## config.mk

```make
export PLATFORM = sky130hd
export DESIGN_NAME = htsum_mul
export DESIGN_NICKNAME = d
export VERILOG_FILES = /design/src/rtl/assert_macros.svh /design/src/rtl/htsum_pkg.sv /design/src/rtl/htsum_mul.sv
export SDC_FILE = /design/constraint.sdc
export NUM_CORES = 2
export LEC_CHECK = 0
export BUFFER_PORTS_ARGS = -buffer_cell sky130_fd_sc_hd__buf_4
export CAP_MARGIN = 0
export CELL_PAD_IN_SITES_DETAIL_PLACEMENT = 1
export CELL_PAD_IN_SITES_GLOBAL_PLACEMENT = 1
export CORE_MARGIN = 1
export CORE_UTILIZATION = 45
export CTS_CLUSTER_DIAMETER = 40
export DETAILED_ROUTE_END_ITERATION = 16
export PLACE_DENSITY = 0.82
export RECOVER_POWER = 100
export SLEW_MARGIN = 10
export SYNTH_ARGS = -nofsm -noshare
export SYNTH_HDL_FRONTEND = slang
export SYNTH_SLANG_ARGS = --single-unit
```

## constraint.sdc

```tcl
create_clock -name i_clk -period 27.4 [get_ports i_clk]
set_clock_uncertainty 0.1 [all_clocks]
set_input_delay 2.74 -clock i_clk [delete_from_list [all_inputs] [get_ports i_clk]]
set_output_delay 2.74 -clock i_clk [all_outputs]
set_load 0.1 [all_outputs]
```

## src/rtl/assert_macros.svh

```systemverilog
// assert_macros.svh: assertion macros shared by the harmonic tide sum RTL.
// Uses i_clk and i_rst_n of the module that expands them.
`ifndef ASSERT_MACROS_SVH
`define ASSERT_MACROS_SVH

`ifndef SYNTHESIS
// Check a property on every clock edge outside reset
`define HT_ASSERT(lbl, prop, msg) \
    lbl: assert property (@(posedge i_clk) disable iff (!i_rst_n) prop) else $error(msg);
// Check that an antecedent implies a consequent in the same cycle
`define HT_ASSERT_IMPL(lbl, ante, cons, msg) \
    `HT_ASSERT(lbl, (ante) |-> (cons), msg)
`else
`define HT_ASSERT(lbl, prop, msg)
`define HT_ASSERT_IMPL(lbl, ante, cons, msg)
`endif

`endif

```

## src/rtl/htsum_pkg.sv

```systemverilog
// htsum_pkg: types, constants and reciprocal tables of the harmonic tide sum.
// No dependencies; used by every module of the block.
package htsum_pkg;

    localparam int MAX_CONSTITUENTS_DEF = 64;
    localparam int MAX_DERIV_DEF        = 4;
    localparam int CFG_W                = 7;
    localparam int SERIES_STEPS         = 7;

    // Opcodes of an input word
    localparam logic OP_LOAD = 1'b0;
    localparam logic OP_EVAL = 1'b1;

    // Fixed-point constants
    localparam logic [31:0] ONE_Q30    = 32'h4000_0000;
    localparam logic [63:0] TWO_PI_Q29 = 64'd3373259426;
    localparam logic [63:0] OMEGA_K    = 64'd97149871472559;
    localparam logic [52:0] TERM_CAP   = 53'd1 << 52;
    localparam logic signed [63:0] TIDE_MAX = 64'sd140737488355327;
    localparam logic signed [63:0] TIDE_MIN = -64'sd140737488355328;

    // Reciprocals ceil(2^40/K) of the series divisors, indexed by series step
    localparam logic [63:0] RECIP_NUM = 64'd1 << 40;
    localparam logic [39:0] RECIP_C [8] = '{
        40'd0,
        40'((RECIP_NUM + 64'd1) / 64'd2),
        40'((RECIP_NUM + 64'd11) / 64'd12),
        40'((RECIP_NUM + 64'd29) / 64'd30),
        40'((RECIP_NUM + 64'd55) / 64'd56),
        40'((RECIP_NUM + 64'd89) / 64'd90),
        40'((RECIP_NUM + 64'd131) / 64'd132),
        40'((RECIP_NUM + 64'd181) / 64'd182)
    };
    localparam logic [39:0] RECIP_S [8] = '{
        40'd0,
        40'((RECIP_NUM + 64'd5) / 64'd6),
        40'((RECIP_NUM + 64'd19) / 64'd20),
        40'((RECIP_NUM + 64'd41) / 64'd42),
        40'((RECIP_NUM + 64'd71) / 64'd72),
        40'((RECIP_NUM + 64'd109) / 64'd110),
        40'((RECIP_NUM + 64'd155) / 64'd156),
        40'((RECIP_NUM + 64'd209) / 64'd210)
    };

    typedef struct packed {
        logic               opcode;
        logic [5:0]         slot;
        logic signed [31:0] amplitude;
        logic [47:0]        speed;
        logic [31:0]        phase;
        logic [24:0]        seconds;
        logic [2:0]         deriv_order;
    } t_in_word;

    typedef struct packed {
        logic signed [47:0] tide_value;
        logic               saturated;
    } t_out_word;

    typedef struct packed {
        logic signed [31:0] amplitude;
        logic [47:0]        speed;
        logic [31:0]        phase;
    } t_entry;

    typedef struct packed {
        logic busy;
        logic done;
    } t_mul_stat;

endpackage

```

## src/rtl/htsum_mul.sv

```systemverilog
// htsum_mul: shared 64x64 unsigned multiplier built from one 32x32 multiplier.
// Four partial products, one per cycle, accumulated into a 128-bit product.
module htsum_mul (
    input  logic                  i_clk,
    input  logic                  i_rst_n,
    input  logic                  i_go,
    input  logic [63:0]           i_a,
    input  logic [63:0]           i_b,
    output htsum_pkg::t_mul_stat  o_stat,
    output logic [127:0]          o_prod
);
    import htsum_pkg::*;

    logic [63:0]  r_a, r_b;
    logic [1:0]   r_cnt;
    logic         r_issue, r_busy, r_pp_vld, r_pp_last, r_done;
    logic [63:0]  r_pp;
    logic [1:0]   r_pp_sh;
    logic [127:0] r_acc;
    logic [31:0]  a_half, b_half;
    logic [127:0] pp_shift;

    // Select the operand halves of the current partial product
    assign a_half = r_cnt[0] ? r_a[63:32] : r_a[31:0];
    assign b_half = r_cnt[1] ? r_b[63:32] : r_b[31:0];

    // Align the registered partial product
    always_comb begin
        case (r_pp_sh)
            2'd0:    pp_shift = {64'd0, r_pp};
            2'd1:    pp_shift = {32'd0, r_pp, 32'd0};
            2'd2:    pp_shift = {r_pp, 64'd0};
            default: pp_shift = '0;
        endcase
    end

    // Control: issue four partial products, then flag done
    always_ff @(posedge i_clk) begin
        if (!i_rst_n) begin
            r_issue   <= 1'b0;
            r_busy    <= 1'b0;
            r_cnt     <= '0;
            r_pp_vld  <= 1'b0;
            r_pp_last <= 1'b0;
            r_done    <= 1'b0;
        end else begin
            r_pp_vld  <= r_issue;
            r_pp_last <= r_issue && (r_cnt == 2'd3);
            r_done    <= r_pp_vld && r_pp_last;
            if (i_go) begin
                r_issue <= 1'b1;
                r_busy  <= 1'b1;
                r_cnt   <= '0;
            end else begin
                if (r_issue) begin
                    r_cnt <= r_cnt + 2'd1;
                    if (r_cnt == 2'd3) begin
                        r_issue <= 1'b0;
                    end
                end
                if (r_done) begin
                    r_busy <= 1'b0;
                end
            end
        end
    end

    // Datapath: latch operands, multiply, accumulate
    always_ff @(posedge i_clk) begin
        if (i_go) begin
            r_a   <= i_a;
            r_b   <= i_b;
            r_acc <= '0;
        end else if (r_pp_vld) begin
            r_acc <= r_acc + pp_shift;
        end
        r_pp    <= a_half * b_half;
        r_pp_sh <= 2'({1'b0, r_cnt[0]} + {1'b0, r_cnt[1]});
    end

    assign o_stat.busy = r_busy;
    assign o_stat.done = r_done;
    assign o_prod      = r_acc;

endmodule

```

==> out/metrics.yaml <==
slew_headroom: -1.86
clk_latency_ns: 0.69
slowest_stage: "clkbuf_1"
status: "finished with violations"
routed_wirelength_mm: 204
synth_fp_nets: 7243
max_freq_ghz: 0.0702
hold_viol: 0
cts_tree: "yes"
synth-seq-cells: 329
avgSynthCellArea_um2: 8.92
cts_buffers: 59
drc_errors: 0
ys.flop_type: "dfxtp_1"
cp_common_cell: "fa_1"
syn_area_um2: 52000
clkSinkCount: 329
grt_max_degree: 81
placed_cell_area_um2: 55500
synth_top_area_cell: "fa_1"
synth_top_area_share: 0.345
coreArea_um2: 114000
final_nets: 7342
dieArea_um2: 117000
overflow: 0
setup_slack_ns: 13.15
ctsResizeCount: 0
yosysSeqAreaShare: 0.151
ctsHoldBuffers: 0
cts_buffer_depth: 3
crit_required_ns: 27.93
antenna_found_initial: 3
synthToLayoutAreaGrowth_pct: 9.71
fp.dieW_um: 342
grt_pass1_wl_mm: 306
min_path_type: "reg2reg"
grt_pass1_vias: 49000
chipHeight_um: 342
gp_congestion: 0.977
finalSetupViolations: 0
dr.pass1.iters: 5
start_util: 0.455
ant_nets: 0
drt_iter0_drc: 3323
root_buffer: "clkbuf_16"
cp-start-kind: "flop"
synth_edf_count: 128
crit_arrival_ns: 14.77
design_area_um2: 57000
viasPerCell: 5.88
postCtsSetupBuffers: 0
rows: 124
path_clk_slew_ns: 0.05
drive_gt1_frac: 0.0760
synth_area_leaders: "fa_1 (35%), ha_1 (9.4%), dfxtp_1 (7.7%)"
cp_max_fo: 53
worstSetupPathType: "reg2reg"
period_minus_slack_ns: 14.25
max_stage_delay_ns: 2.88
maxSlewViolCount: 429
cts_max_level: 2
avgRoutedWirePerCell_um: 27.3
post-dp-hpwl_mm: 162
yosysUniqueCellTypes: 89
fin_crit_sh: 0.520
cp-end-kind: "flop"
vias: 44100
post-place-ws_ns: 17.47
ys_warn_count: 0
async_reset_ff_frac: 0
violations: "max-capacitance violations, max-slew violations"
syn_inst: 5824
port_buffers: 260
rsz0062_at_grt: "false"
tightest_slew_ns: 4.29
drv_cap: 9
io_pins: 261
grt_usage: 0.352
setup_tns_ns: 0
==> routing by layer <==
layer  global-route usage  vias to the layer above  part of all wire
li1                     -                    18700                 -
met1                0.435                    22400              0.38
met2                0.561                     2272              0.45
met3               0.0833                      677             0.096
met4                0.210                        4             0.071
met5                    0                        -           0.00012
==> through the flow <==
step           utilization  hold WS [ns]  instances
3_3_place_gp         0.485         0.364       7374
3_5_place_dp         0.485         0.375       7374
6_report             0.499         0.387       7488
5_1_grt              0.499         0.408       7487
2_1_floorplan            -         0.337       5824
4_1_cts              0.504         0.384       7486
==> cell families (layout without fill, tap and decap cells) <==
group | count (synthesis) | in the layout | share of synthesized area
adders and majority gates | 1288 | 1288 | 0.440
buffers and inverters | 1213 | 1363 | 0.0883
xor gates and xnor gates | 180 | 180 | 0.0303
muxes | 232 | 232 | 0.0462
other | 0 | 2 | 0
DFF | 329 | 329 | 0.151
AOI/OAI and AO/OA | 787 | 787 | 0.0983
and+or+nand+nor | 1795 | 1795 | 0.146
==> cells in the mapped netlist (all sizes together) (5+ instances only) <==
master	instances
a41oi	5
or2	14
or3	13
nand3	45
nor3	28
mux2i	167
a221o	8
nor2	814
a21oi	240
and4	7
inv	921
a211oi	11
xnor2	113
a21o	126
dfxtp	201
nand4	58
mux2	65
nand2b	18
nor2b	24
o21bai	42
a22o	36
ha	391
a21boi	15
o211ai	12
o21ai	172
edfxtp	128
nor4	10
xor2	67
o21a	20
o41ai	6
a221oi	8
o31ai	15
and2	81
buf	46
a31oi	23
nand2	647
and3	20
clkbuf	246
o221ai	5
fa	897
==> registers in the layout, indices dropped and copies added, names as in the netlist <==
register	cells
r_done	1
r_issue	1
o_prod	128
r_pp_last	1
r_pp_sh	2
r_busy	1
r_b	64
r_pp_vld	1
r_a	64
r_pp	64
r_cnt	2
==> layout by cell type (no fill, tap or decap), types with 23 or more instances in the layout <==
master       n
o21bai_1    42
nor2b_1     23
dfxtp_1    199
a21o_1     126
inv_1      921
ha_1       391
fa_1       897
xor2_1      67
and2_1      77
mux2i_1    121
mux2_2      64
clkbuf_1   146
buf_4       64
nand3_1     45
clkbuf_4   122
o21ai_0    168
mux2i_2     39
a22o_1      36
a21oi_1    235
xnor2_1    113
nand2_1    646
nand4_1     58
nor2_1     813
clkbuf_16   59
edfxtp_1   128
nor3_1      26
==> worst max-delay path: cells and delay by family, from the launching register on <==
| kind | cells | cell delay (ns) |
|---|---|---|
| DFF | 1 | 0.88 |
| adders and majority gates | 9 | 4.03 |
| xor gates and xnor gates | 1 | 0.15 |
| buffers and inverters | 7 | 3.25 |
| and+or+nand+nor | 3 | 0.91 |
| muxes | 1 | 2.45 |
| AOI/OAI and AO/OA | 9 | 2.42 |
==> final cells by class <==
class                           count  area (µm²)
Antenna cell                        2        5.00
Clock buffer                       63        1510
Clock inverter                     49         593
Fill cell                       13300       57300
Inverter                          921        3460
Multi-Input combinational cell   4282       39800
Sequential cell                   329        7870
Tap cell                         1512        1890
Timing Repair Buffer              330        1940
==> path summary, 6_finish.rpt <==
kind	cells after the start	slack, ns	endpoint	startpoint
worst max-delay path	30	13.15	r_pp[63]	r_cnt[0]
worst min-delay path	2	0.39	o_prod[78]	o_prod[78]
worst max register to register	30	13.15	r_pp[63]	r_cnt[0]
worst min register to register	2	0.39	o_prod[78]	o_prod[78]
Power is left out: the tool's default activity adds up to more than one toggle a clock period on the data nets, which glitch-free logic cannot reach.
